[src/hdl/eoq_pkg.sv]
// Shared types, codes and constants for the elevator order queue.
`timescale 1ns / 1ps
package eoq_pkg;

  // Number of served floors: decides lamp bits and which floors erase clears
  localparam int NUM_FLOORS = 4;

  // Transaction function codes
  localparam logic [1:0] FUNC_PUSH  = 2'd0;
  localparam logic [1:0] FUNC_CLEAR = 2'd1;
  localparam logic [1:0] FUNC_ERASE = 2'd2;
  localparam logic [1:0] FUNC_QUERY = 2'd3;

  // Call type that matches any other type at the same floor
  localparam logic [1:0] CALL_CAB = 2'd2;

  // Operations sent to every cell of the chain
  localparam logic [2:0] CELL_HOLD  = 3'd0;
  localparam logic [2:0] CELL_PUSH  = 3'd1;
  localparam logic [2:0] CELL_CLEAR = 3'd2;
  localparam logic [2:0] CELL_ERASE = 3'd3;
  localparam logic [2:0] CELL_SHIFT = 3'd4;

  // One stored order
  typedef struct packed {
    logic       valid;
    logic [1:0] floor;
    logic [1:0] call_type;
  } eoq_entry_t;

  // Command broadcast to the cells
  typedef struct packed {
    logic [2:0] op;
    logic [1:0] floor;
    logic [1:0] call_type;
  } eoq_ctl_t;

  // Lamp bit for one floor, none for floors beyond the building
  function automatic logic [3:0] lamp_bit(input logic [1:0] fl);
    logic [3:0] m;
    m = '0;
    if (int'(fl) < NUM_FLOORS) m = 4'(1) << fl;
    return m;
  endfunction

  // Lamp bits of every served floor
  function automatic logic [3:0] lamp_all();
    logic [3:0] m;
    m = '0;
    for (int f = 0; f < 4; f++) begin
      if (f < NUM_FLOORS) m[f] = 1'b1;
    end
    return m;
  endfunction

endpackage

[src/hdl/eoq_in_if.sv]
// Input channel of the order queue: command transaction with handshake.
`timescale 1ns / 1ps
interface eoq_in_if;
  logic       valid;
  logic       ready;
  logic [1:0] func;
  logic [1:0] floor;
  logic [1:0] call_type;
  logic       car_moving;

  modport source(output valid, func, floor, call_type, car_moving, input ready);
  modport sink(input valid, func, floor, call_type, car_moving, output ready);
endinterface

[src/hdl/eoq_out_if.sv]
// Result channel of the order queue: head and status transaction with handshake.
`timescale 1ns / 1ps
interface eoq_out_if;
  logic       valid;
  logic       ready;
  logic       head_vacant;
  logic [1:0] head_floor;
  logic [1:0] head_call_type;
  logic       order_accepted;
  logic [3:0] lamp_clear_mask;

  modport source(output valid, head_vacant, head_floor, head_call_type, order_accepted,
                 lamp_clear_mask, input ready);
  modport sink(input valid, head_vacant, head_floor, head_call_type, order_accepted,
               lamp_clear_mask, output ready);
endinterface

[src/hdl/eoq_cell.sv]
// One queue slot: holds an order, matches pushes, clears, and shifts from its neighbor.
`timescale 1ns / 1ps
module eoq_cell
  import eoq_pkg::*;
(
  input  logic       clk,
  input  logic       rst_n,
  input  eoq_ctl_t   ctl,
  input  logic       hole_in,     // an empty slot exists ahead of this one
  input  eoq_entry_t nbr_in,      // content of the next slot toward the tail
  output logic       hole_out,
  output eoq_entry_t entry,
  output logic       floor_hit,   // valid and same floor
  output logic       full_hit,    // valid, same floor, same type or cab
  output logic       pend         // valid with a hole ahead: compaction not done
);

  eoq_entry_t entry_r, entry_nxt;

  assign entry     = entry_r;
  assign hole_out  = hole_in | ~entry_r.valid;
  assign floor_hit = entry_r.valid && (entry_r.floor == ctl.floor);
  assign full_hit  = floor_hit &&
                     ((entry_r.call_type == ctl.call_type) || (entry_r.call_type == CALL_CAB));
  assign pend      = entry_r.valid & hole_in;

  // Next slot content per broadcast command
  always_comb begin
    entry_nxt = entry_r;
    case (ctl.op)
      CELL_PUSH: begin
        // only the first empty slot takes the order
        if (!entry_r.valid && !hole_in) begin
          entry_nxt.valid     = 1'b1;
          entry_nxt.floor     = ctl.floor;
          entry_nxt.call_type = ctl.call_type;
        end
      end
      CELL_CLEAR: begin
        if (floor_hit) entry_nxt.valid = 1'b0;
      end
      CELL_ERASE: begin
        if (int'(entry_r.floor) < NUM_FLOORS) entry_nxt.valid = 1'b0;
      end
      CELL_SHIFT: begin
        // slots at or behind the first hole move up by one
        if (hole_out) entry_nxt = nbr_in;
      end
      default: entry_nxt = entry_r;
    endcase
  end

  always_ff @(posedge clk) begin
    if (!rst_n) begin
      entry_r <= '0;
    end else begin
      entry_r <= entry_nxt;
    end
  end

endmodule

[src/hdl/elevator_order_queue.sv]
// Elevator order queue: a chain of order slots with duplicate drop and compaction.
//
// Usage:
//   in_if  (sink)  : one command transaction (push, clear floor, erase all, query).
//   out_if (source): exactly one result transaction per command: head order,
//                    empty flag, push acceptance and lamp-clear mask.
//   A command is taken only while the block is idle; the result sits in an
//   output register, so the next command is taken while it waits.
// Sequence:
//   Push, or clear/erase with the car between floors: the command is applied
//   to all slots in the accept cycle; the result then loads from the done
//   state once the output is free.
//   Clear/erase with the car at a floor, and query: the slot chain closes one
//   hole per cycle until no hole is left ahead of the last stored order (at
//   most DEPTH - 1 such holes); the result then loads from the done state.
// Reset (rst_n low, synchronous): all slots empty, no result pending.
// Stall: while out_if.ready is low the result is held; a finished command
//   then waits before loading, and no further command is taken.
`timescale 1ns / 1ps
module elevator_order_queue
  import eoq_pkg::*;
#(
  parameter int DEPTH = 16
) (
  input  logic      clk,
  input  logic      rst_n,
  eoq_in_if.sink    in_if,
  eoq_out_if.source out_if
);

  localparam logic [1:0] ST_IDLE    = 2'd0;
  localparam logic [1:0] ST_COMPACT = 2'd1;
  localparam logic [1:0] ST_DONE    = 2'd2;

  logic [1:0] state_r, state_nxt;
  logic       cmp_r, cmp_nxt;
  logic       acc_r, acc_nxt;
  logic [3:0] mask_r, mask_nxt;
  logic       out_valid_r, out_valid_nxt;
  logic       out_empty_r;
  logic [1:0] out_floor_r;
  logic [1:0] out_type_r;
  logic       out_acc_r;
  logic [3:0] out_mask_r;

  eoq_ctl_t   ctl;
  eoq_entry_t ent [DEPTH];
  logic [DEPTH:0] hole;
  logic [DEPTH-1:0] floor_hit, full_hit, pend;

  logic in_fire, dup, need_shift, out_free, load;

  // Slot chain
  assign hole[0] = 1'b0;

  for (genvar i = 0; i < DEPTH; i++) begin : g_cell
    eoq_entry_t nbr;
    if (i == DEPTH - 1) begin : g_tail
      assign nbr = '0;
    end else begin : g_mid
      assign nbr = ent[i+1];
    end
    eoq_cell u_cell (
      .clk      (clk),
      .rst_n    (rst_n),
      .ctl      (ctl),
      .hole_in  (hole[i]),
      .nbr_in   (nbr),
      .hole_out (hole[i+1]),
      .entry    (ent[i]),
      .floor_hit(floor_hit[i]),
      .full_hit (full_hit[i]),
      .pend     (pend[i])
    );
  end

  // Head matches on floor alone, other slots on floor with equal type or a cab entry
  assign dup        = floor_hit[0] | (|full_hit[DEPTH-1:1]);
  assign need_shift = |pend;
  assign in_fire    = in_if.valid && in_if.ready;
  assign in_if.ready = (state_r == ST_IDLE);
  assign out_free   = !out_valid_r || out_if.ready;
  assign load       = (state_r == ST_DONE) && out_free;

  // Command to the chain
  always_comb begin
    ctl.op        = CELL_HOLD;
    ctl.floor     = in_if.floor;
    ctl.call_type = in_if.call_type;
    if (in_fire) begin
      case (in_if.func)
        FUNC_PUSH:  ctl.op = dup ? CELL_HOLD : CELL_PUSH;
        FUNC_CLEAR: ctl.op = CELL_CLEAR;
        FUNC_ERASE: ctl.op = CELL_ERASE;
        default:    ctl.op = CELL_HOLD;
      endcase
    end else if (state_r == ST_COMPACT && need_shift) begin
      ctl.op = CELL_SHIFT;
    end
  end

  // Sequencer
  always_comb begin
    state_nxt     = state_r;
    cmp_nxt       = cmp_r;
    acc_nxt       = acc_r;
    mask_nxt      = mask_r;
    out_valid_nxt = out_valid_r;
    if (out_valid_r && out_if.ready) out_valid_nxt = 1'b0;
    case (state_r)
      ST_IDLE: begin
        if (in_fire) begin
          acc_nxt  = 1'b0;
          mask_nxt = '0;
          cmp_nxt  = 1'b0;
          case (in_if.func)
            FUNC_PUSH:  acc_nxt = !dup && hole[DEPTH];
            FUNC_CLEAR: begin
              mask_nxt = lamp_bit(in_if.floor);
              cmp_nxt  = !in_if.car_moving;
            end
            FUNC_ERASE: begin
              mask_nxt = lamp_all();
              cmp_nxt  = !in_if.car_moving;
            end
            default:    cmp_nxt = 1'b1;
          endcase
          state_nxt = cmp_nxt ? ST_COMPACT : ST_DONE;
        end
      end
      ST_COMPACT: begin
        if (!need_shift) state_nxt = ST_DONE;
      end
      ST_DONE: begin
        if (out_free) begin
          out_valid_nxt = 1'b1;
          state_nxt     = ST_IDLE;
        end
      end
      default: state_nxt = ST_IDLE;
    endcase
  end

  always_ff @(posedge clk) begin
    if (!rst_n) begin
      state_r     <= ST_IDLE;
      out_valid_r <= 1'b0;
      cmp_r       <= 1'b0;
      acc_r       <= 1'b0;
      mask_r      <= '0;
    end else begin
      state_r     <= state_nxt;
      out_valid_r <= out_valid_nxt;
      cmp_r       <= cmp_nxt;
      acc_r       <= acc_nxt;
      mask_r      <= mask_nxt;
    end
  end

  // Result register
  always_ff @(posedge clk) begin
    if (load) begin
      out_empty_r <= !ent[0].valid;
      out_floor_r <= ent[0].valid ? ent[0].floor : 2'd0;
      out_type_r  <= ent[0].valid ? ent[0].call_type : 2'd0;
      out_acc_r   <= acc_r;
      out_mask_r  <= mask_r;
    end
  end

  assign out_if.valid           = out_valid_r;
  assign out_if.head_vacant     = out_empty_r;
  assign out_if.head_floor      = out_floor_r;
  assign out_if.head_call_type  = out_type_r;
  assign out_if.order_accepted  = out_acc_r;
  assign out_if.lamp_clear_mask = out_mask_r;

  // Checks
  a_compact_done: assert property (@(posedge clk) disable iff (!rst_n)
    (state_r == ST_DONE && cmp_r) |-> !need_shift)
    else $error("result loaded with holes left in the queue");

  a_accept_busy: assert property (@(posedge clk) disable iff (!rst_n)
    in_fire |=> (state_r != ST_IDLE))
    else $error("command taken without work in flight");

  a_empty_head: assert property (@(posedge clk) disable iff (!rst_n)
    (out_valid_r && out_empty_r) |-> (out_floor_r == 2'd0 && out_type_r == 2'd0))
    else $error("empty queue reports a head order");

  a_acc_mask: assert property (@(posedge clk) disable iff (!rst_n)
    out_valid_r |-> !(out_acc_r && (out_mask_r != 4'd0)))
    else $error("push acceptance and lamp mask in one result");

endmodule

[src/flat_wrapper.sv]
// flat-port wrapper written by rule: the top's interface ports become plain ports
module elevator_order_queue_flat import eoq_pkg::*;
#(
  parameter int DEPTH = 16
)
  (clk, rst_n, in_if_valid, in_if_func, in_if_floor, in_if_call_type, in_if_car_moving, in_if_ready, out_if_valid, out_if_head_vacant, out_if_head_floor, out_if_head_call_type, out_if_order_accepted, out_if_lamp_clear_mask, out_if_ready);
  eoq_in_if in_if_i ();
  eoq_out_if out_if_i ();
  input  logic clk;
  input  logic rst_n;
  input wire logic [$bits(in_if_i.valid)-1:0] in_if_valid;
  input wire logic [$bits(in_if_i.func)-1:0] in_if_func;
  input wire logic [$bits(in_if_i.floor)-1:0] in_if_floor;
  input wire logic [$bits(in_if_i.call_type)-1:0] in_if_call_type;
  input wire logic [$bits(in_if_i.car_moving)-1:0] in_if_car_moving;
  output wire logic [$bits(in_if_i.ready)-1:0] in_if_ready;
  output wire logic [$bits(out_if_i.valid)-1:0] out_if_valid;
  output wire logic [$bits(out_if_i.head_vacant)-1:0] out_if_head_vacant;
  output wire logic [$bits(out_if_i.head_floor)-1:0] out_if_head_floor;
  output wire logic [$bits(out_if_i.head_call_type)-1:0] out_if_head_call_type;
  output wire logic [$bits(out_if_i.order_accepted)-1:0] out_if_order_accepted;
  output wire logic [$bits(out_if_i.lamp_clear_mask)-1:0] out_if_lamp_clear_mask;
  input wire logic [$bits(out_if_i.ready)-1:0] out_if_ready;
  assign in_if_i.valid = in_if_valid;
  assign in_if_i.func = in_if_func;
  assign in_if_i.floor = in_if_floor;
  assign in_if_i.call_type = in_if_call_type;
  assign in_if_i.car_moving = in_if_car_moving;
  assign in_if_ready = in_if_i.ready;
  assign out_if_valid = out_if_i.valid;
  assign out_if_head_vacant = out_if_i.head_vacant;
  assign out_if_head_floor = out_if_i.head_floor;
  assign out_if_head_call_type = out_if_i.head_call_type;
  assign out_if_order_accepted = out_if_i.order_accepted;
  assign out_if_lamp_clear_mask = out_if_i.lamp_clear_mask;
  assign out_if_i.ready = out_if_ready;
  elevator_order_queue #(.DEPTH(DEPTH)) u_core (.clk(clk), .rst_n(rst_n), .in_if(in_if_i), .out_if(out_if_i));
endmodule
[config.mk]
export PLATFORM = sky130hd
export DESIGN_NAME = elevator_order_queue_flat
export DESIGN_NICKNAME = d
export VERILOG_FILES = /design/src/hdl/eoq_pkg.sv /design/src/hdl/eoq_in_if.sv /design/src/hdl/eoq_out_if.sv /design/src/hdl/eoq_cell.sv /design/src/hdl/elevator_order_queue.sv /design/src/flat_wrapper.sv
export SDC_FILE = /design/constraint.sdc
export NUM_CORES = 1
export LEC_CHECK = 0
export ABC_CLOCK_PERIOD_IN_PS = 3900
export BUFFER_PORTS_ARGS = -buffer_cell sky130_fd_sc_hd__buf_2
export CAP_MARGIN = 10
export CORE_MARGIN = 5
export CORE_UTILIZATION = 55
export CTS_CLUSTER_SIZE = 25
export DETAILED_ROUTE_END_ITERATION = 10
export GPL_TIMING_DRIVEN = 0
export PLACE_DENSITY = 0.75
export RECOVER_POWER = 25
export SLEW_MARGIN = 20
export SYNTH_ARGS = -nofsm -noshare
export SYNTH_HDL_FRONTEND = slang
export SYNTH_SLANG_ARGS = --single-unit
[constraint.sdc]
create_clock -name clk -period 3.9 [get_ports clk]
set_input_delay 0.195 -clock clk [delete_from_list [all_inputs] [get_ports clk]]
set_output_delay 0.195 -clock clk [all_outputs]
set_load 0.01 [all_outputs]
# Word-level counts from Yosys, hierarchy flattened
# Cells that the tools add are included.
# W data, S select, Z words.
# totals
in_bits,11
register_bits,98
elab_cells,448
out_inout_bits,12
# classes
bitwise_logic,47
shift,1
n_reduce_logical,141
n_eq_ne,105
muxes,97
# op_table
op,n
$mux W5,31
$pmux W4 S2,17
$ne A2 B2 Y1 const B,50
$pmux W1 S4,16
$eq A2 B2 Y1,31
$reduce_and A4 Y1,15
$logic_and A1 B1 Y1,51
$reduce_and A3 Y1,17
$eq A2 B2 Y1 const B,17
$logic_not A1 Y1,33
$reduce_or A15 Y1,2
$mux W1,23
$logic_or A1 B1 Y1,16
$not A1 Y1,16
$or A1 B1 Y1,16
$and A1 B1 Y1,15
$pmux W3 S3,1
$mux W2,4
$eq A3 B2 Y1 const B,2
$mux W3,2
$pmux W2 S3,1
$eq A2 B1 Y1 const B,2
$logic_not A2 Y1,2
$mux W4,1
other kinds (9),10

# Logic depth before layout (Yosys ltp)
# depth
depth_word,23
depth_mapped,12
ltp_nobuf,8

# By module
# A second synthesis with hierarchy kept.
# unflattened
cells_unflattened,739
area_unflattened_um2,6925.4
# by_module_without_submodules
mod,seq_area_each_um2,cells_each,instances,area_per_inst_um2
eoq_cell,100.1,41,16,375.4
elevator_order_queue,460.4,83,1,919.6

# Worst setup path after synthesis
# No wires, ideal clock.
# synth_timing
kind,input to register
start,input port in_if_func[1]
end,register u_core.g_cell[4].u_cell.entry_r (netlist bit u_core.g_cell[4].u_cell.entry[1])
required_ps,3781
n_path_buf,4
path_stages,12
setup_slack_ps,1131
t_arrival_ps,2650
setup_time_ps,119
path_cell_list,clkbuf_1 > inv_1 > ha_1 > clkbuf_1 > or2_2 > buf_2 > nor2_1 > buf_1 > a21oi_1 > o21ai_1 > a21boi_1 > o221a_2
# synth_between
elab_chain_cells,6
elab_cells_between_ends,12
classes_between,eq/ne: 6; mux: 3; reduce/logical: 3
# synth_rtl
item,line_no,rtl
from (decl),flat_wrapper.sv:12,input wire logic [$bits(in_if_i.func)-1:0] in_if_func;
"$eq A2 B2 Y1, or another cell as far along",elevator_order_queue.sv:91,case (in_if.func)
$pmux W3 S3 *,elevator_order_queue.sv:91,
$mux W3 *,elevator_order_queue.sv:90,if (in_fire) begin
$eq A3 B1 Y1 or $eq A3 B3 Y1 (tied branches),eoq_cell.sv:30,case (ctl.op)
$ne A2 B2 Y1 (no line) or $reduce_bool A2 Y1 (tied branches),n/a,
$reduce_and A3 Y1 (no line),n/a,
to (signal assigned),eoq_cell.sv:57,entry_r <= entry_nxt;
to (decl),eoq_cell.sv:18,"eoq_entry_t entry_r, entry_nxt;"
# Mark *: on every way between the ends. The rest lies on a longest branch, timed or not.
# A chain may end at the register's enable or synchronous reset.

# Worst setup path after layout
# layout_timing
start,register u_core.g_cell[3].u_cell.entry_r (netlist bit u_core.g_cell[3].u_cell.entry[4])
end,register u_core.g_cell[12].u_cell.entry_r (netlist bit u_core.g_cell[12].u_cell.entry[2])
# layout_between
elab_chain_cells,21
elab_cells_between_ends,45
classes_between,eq/ne: 4; mux: 5; bitwise: 27; reduce/logical: 9
# layout_rtl
item,line_no,rtl
from (decl),eoq_cell.sv:18,
from (signal assigned),eoq_cell.sv:57,
$not A1 Y1,eoq_cell.sv:21,assign hole_out = hole_in | ~entry_r.valid;
$or A1 B1 Y1 (12 in series),eoq_cell.sv:21,
$and A1 B1 Y1,eoq_cell.sv:25,assign pend = entry_r.valid & hole_in;
$reduce_or A15 Y1,elevator_order_queue.sv:79,assign need_shift = |pend;
$logic_and A1 B1 Y1,elevator_order_queue.sv:97,end else if (state_r == ST_COMPACT && need_shift) begin
$mux W3,elevator_order_queue.sv:97,
$mux W3,elevator_order_queue.sv:90,
$eq A3 B1 Y1 or $eq A3 B3 Y1 (tied branches),eoq_cell.sv:30,
$ne A2 B2 Y1 (no line) or $reduce_bool A2 Y1 (tied branches),n/a,
$reduce_and A3 Y1 (no line),n/a,
to (signal assigned),eoq_cell.sv:57,
to (decl),eoq_cell.sv:18,
# Parallel ways exist; a longest one is shown, timed or not.

==> results_dict.tcl <==
set metrics [dict create \
    outcome "finished clean" \
    drc 0 \
    initial_core_util_pct 56.5 \
    dieHeight_um 116 \
    clk_latency_ps 420 \
    fin_crit_sh_pct 89.1 \
    max_freq_ghz 0.288 \
    first_global_vias 5946 \
    portBuffers 20 \
    worstPathRequired_ps 4180 \
    r2r_end "u_core.g_cell[12].u_cell.entry[2]$_SDFFE_PN0P_" \
    mostFrequentLayoutCells "dfxtp_1, o21ai_0, nor2_1, nand2_1, clkbuf_1" \
    drv_cap 0 \
    setup_viol 0 \
    holdWs_ps 117 \
    ys_warn_count 0 \
    yosys.area.top_type "dfxtp_1" \
    grtUsageTotal_pct 35.1 \
    place_ws_ps 226 \
    drtAntennaViolNets 0 \
    cts_num_sinks 98 \
    drt_iter0_markers 837 \
    antenna_cells 0 \
    slew_headroom_pct 43.1 \
    routed_wl_um 23200 \
    reg2reg_from "u_core.g_cell[3].u_cell.entry[4]$_SDFFE_PN0P_" \
    hold_path_depth 3 \
    antenna_found_initial 0 \
    cp.arrival_ps 3750 \
    crit_path_max_fanout 10 \
    syn_inst 731 \
    vias 6393 \
    grt_max_degree 17 \
    synth_edf_count 10 \
    setup_slack_ps 423 \
    ff2ff_setup_slack_ps 420 \
    reg2reg_depth 8 \
    final_nets 776 \
    synth_area_mm2 0.00615 \
    cts_resized 0 \
    die_area_mm2 0.0134 \
    p_per_area_mw_per_mm2 513 \
    m1WireLength_um 8910 \
    layout-drive-gt1-share_pct 13.0 \
    synth_area_leaders "dfxtp_1, edfxtp_1, o21ai_0, a221oi_1, xnor2_1" \
    placeableCoreArea_mm2 0.0109 \
    yosys_register_bits 98 \
    hp-class "in -> reg" \
    placementRows 38 \
    synthArstFlopShare_pct 0 \
    final_common_cell "dfxtp_1" \
    cts_tree "yes" \
    root_buffer "clkbuf_8" \
    crit_path_start_kind "flip-flop" \
    hold_violations 0 \
    synthFlopType "dfxtp_1" \
    critPathCaptureType "flip-flop" \
    grt_pass1_wl_um 34800 \
    numCtsBuffers 9 \
    wire_per_inst_um 25.6 \
    hold_path.startpoint "out_if_ready" \
    yosys.area.top_type_share_pct 28.6 \
    met2_length_um 9680 \
    routabilityCongestion 1.03 \
    cts_buffer_depth 2 \
    ys_seq_area_share_pct 33.5 \
    ir_worst_vdd_mv 0.358 \
    clkSlewWorstSetupHoldPaths_ps 100 \
    crit_type "reg -> reg" \
    slew_violations 0 \
    cts_hold_buf 0 \
    syn-num-nets 745 \
    overflow 0 \
    worstMarginPinSlew_ps 850 \
    leakagePower_nw 2.30 \
    areaGrowthSynthToFinish_pct 7.34 \
    die_w_um 116 \
    rsz0062_at_grt "false" \
    final_util_pct 60.6 \
    fin_skew_ps 20.2 \
    min_period_ps 3480 \
    post_cts_buffers 0 \
    io_pins 23 \
    fin_setup_tns_ps 0 \
    via_per_inst 7.05 \
    top_layer "met4" \
    htree_levels 3 \
    fillers 1017 \
    total_power_mw 3.39 \
    first_pass_iters 7 \
    avgSynthCellArea_um2 8.41 \
    synth_cell_types 67 \
    wl_met3_um 2970 \
    place.detailed.hpwl_um 16500 \
    hold_end "u_core.out_if.valid$_SDFF_PN0_" \
]
-- cells by family (layout without fill, tap and decap cells) --
logic type	Yosys count	in the layout	synth area share, %
AND/OR/NAND/NOR	201	201	16.4
multiplexers	17	17	2.77
AO/OA/AOI/OAI	272	272	34.4
flip-flops	98	98	33.5
adder cells (fa/ha/maj)	3	3	0.610
XOR/XNOR	32	32	4.56
buffers and inverters	108	144	7.73
-- worst max path at each step --
| stage | start | to | slack, ps |
|---|---|---|---|
| 6_report | u_core.g_cell[3].u_cell.entry[4]$_SDFFE_PN0P_ | u_core.g_cell[12].u_cell.entry[2]$_SDFFE_PN0P_ | 420 |
| 5_1_grt | u_core.g_cell[0].u_cell.entry[4]$_SDFFE_PN0P_ | u_core.g_cell[12].u_cell.entry[2]$_SDFFE_PN0P_ | 320 |
| 4_1_cts | u_core.g_cell[3].u_cell.entry[4]$_SDFFE_PN0P_ | u_core.g_cell[12].u_cell.entry[2]$_SDFFE_PN0P_ | 560 |
| 3_5_place_dp | in_if_func[1] | u_core.g_cell[8].u_cell.entry[3]$_SDFFE_PN0P_ | 230 |
| 3_3_place_gp | in_if_func[1] | u_core.g_cell[12].u_cell.entry[2]$_SDFFE_PN0P_ | 150 |
| 2_1_floorplan | in_if_func[1] | u_core.g_cell[4].u_cell.entry[1]$_SDFFE_PN0P_ | 1130 |
-- synthesized netlist by cell type (all sizes together) (2+ instances only) --
cell type,n
nand2b,7
a211oi,9
buf,26
nor3,8
ha,3
a221oi,38
o22ai,3
nand4,5
nand3,29
a21o,2
a21boi,7
or2,3
and2,12
and3,5
nand2,54
a21oi,44
inv,44
o2bb2ai,6
mux2i,17
o31ai,3
edfxtp,10
nor2,56
o2111a,2
or3,10
and4,2
o32ai,4
o21ai,72
o211ai,18
dfxtp,88
clkbuf,38
a22oi,8
o211a,5
o2111ai,2
o221a,33
nor4,6
o41ai,4
a31oi,5
xnor2,32
-- flip-flops by register name (all words and copies together), names as in the netlist --
| signal | count |
|---|---|
| u_core.out_if.head_floor | 2 |
| u_core.out_if.head_call_type | 2 |
| u_core.state_r | 2 |
| u_core.out_if.valid | 1 |
| u_core.out_if.lamp_clear_mask | 4 |
| u_core.g_cell.u_cell.entry | 80 |
| u_core.out_if.order_accepted | 1 |
| u_core.acc_r | 1 |
| u_core.mask_r | 4 |
| u_core.out_if.head_vacant | 1 |
-- critical path, stage by stage (launching register included) --
cell       delay (ps)
dfxtp_1           570
nand4_4           240
nor4_1            540
o2bb2ai_1         230
o311ai_4          550
buf_2             390
buf_2             370
o31ai_1           100
a221oi_1          330
-- layout make-up --
class	count	area [um2]	share of cell area, %
well taps	140	175	2.65
clock buffers	9	124	1.88
clock inverters	7	67.6	1.02
inverters	44	165	2.50
flip-flops and latches	98	2060	31.2
multi-input cells	525	3610	54.7
plain buffers	64	310	4.70
repair buffers	20	85.1	1.29
-- metal layers --
metal	up-vias	GRT usage [%]
li1	2797	-
met1	2975	45.1
met2	510	51.5
met3	111	9.97
met4	0	22.6
met5	-	0
-- metrics by stage --
stage / cell area (um2) / std cells
5_1_grt: 6600 / 907
2_1_floorplan: 6150 / 731
3_3_place_gp: 6420 / 891
6_report: 6600 / 907
3_5_place_dp: 6420 / 891
4_1_cts: 6620 / 907
-- power by group --
part	total, mW	leakage (nW)	switching (mW)	internal [mW]
registers	1.39	0.812	0.176	1.21
logic	1.32	1.40	0.846	0.473
clock network	0.680	0.0947	0.386	0.294
total	3.39	2.30	1.41	1.98
No activity file was read; power rests on OpenSTA's default activity.
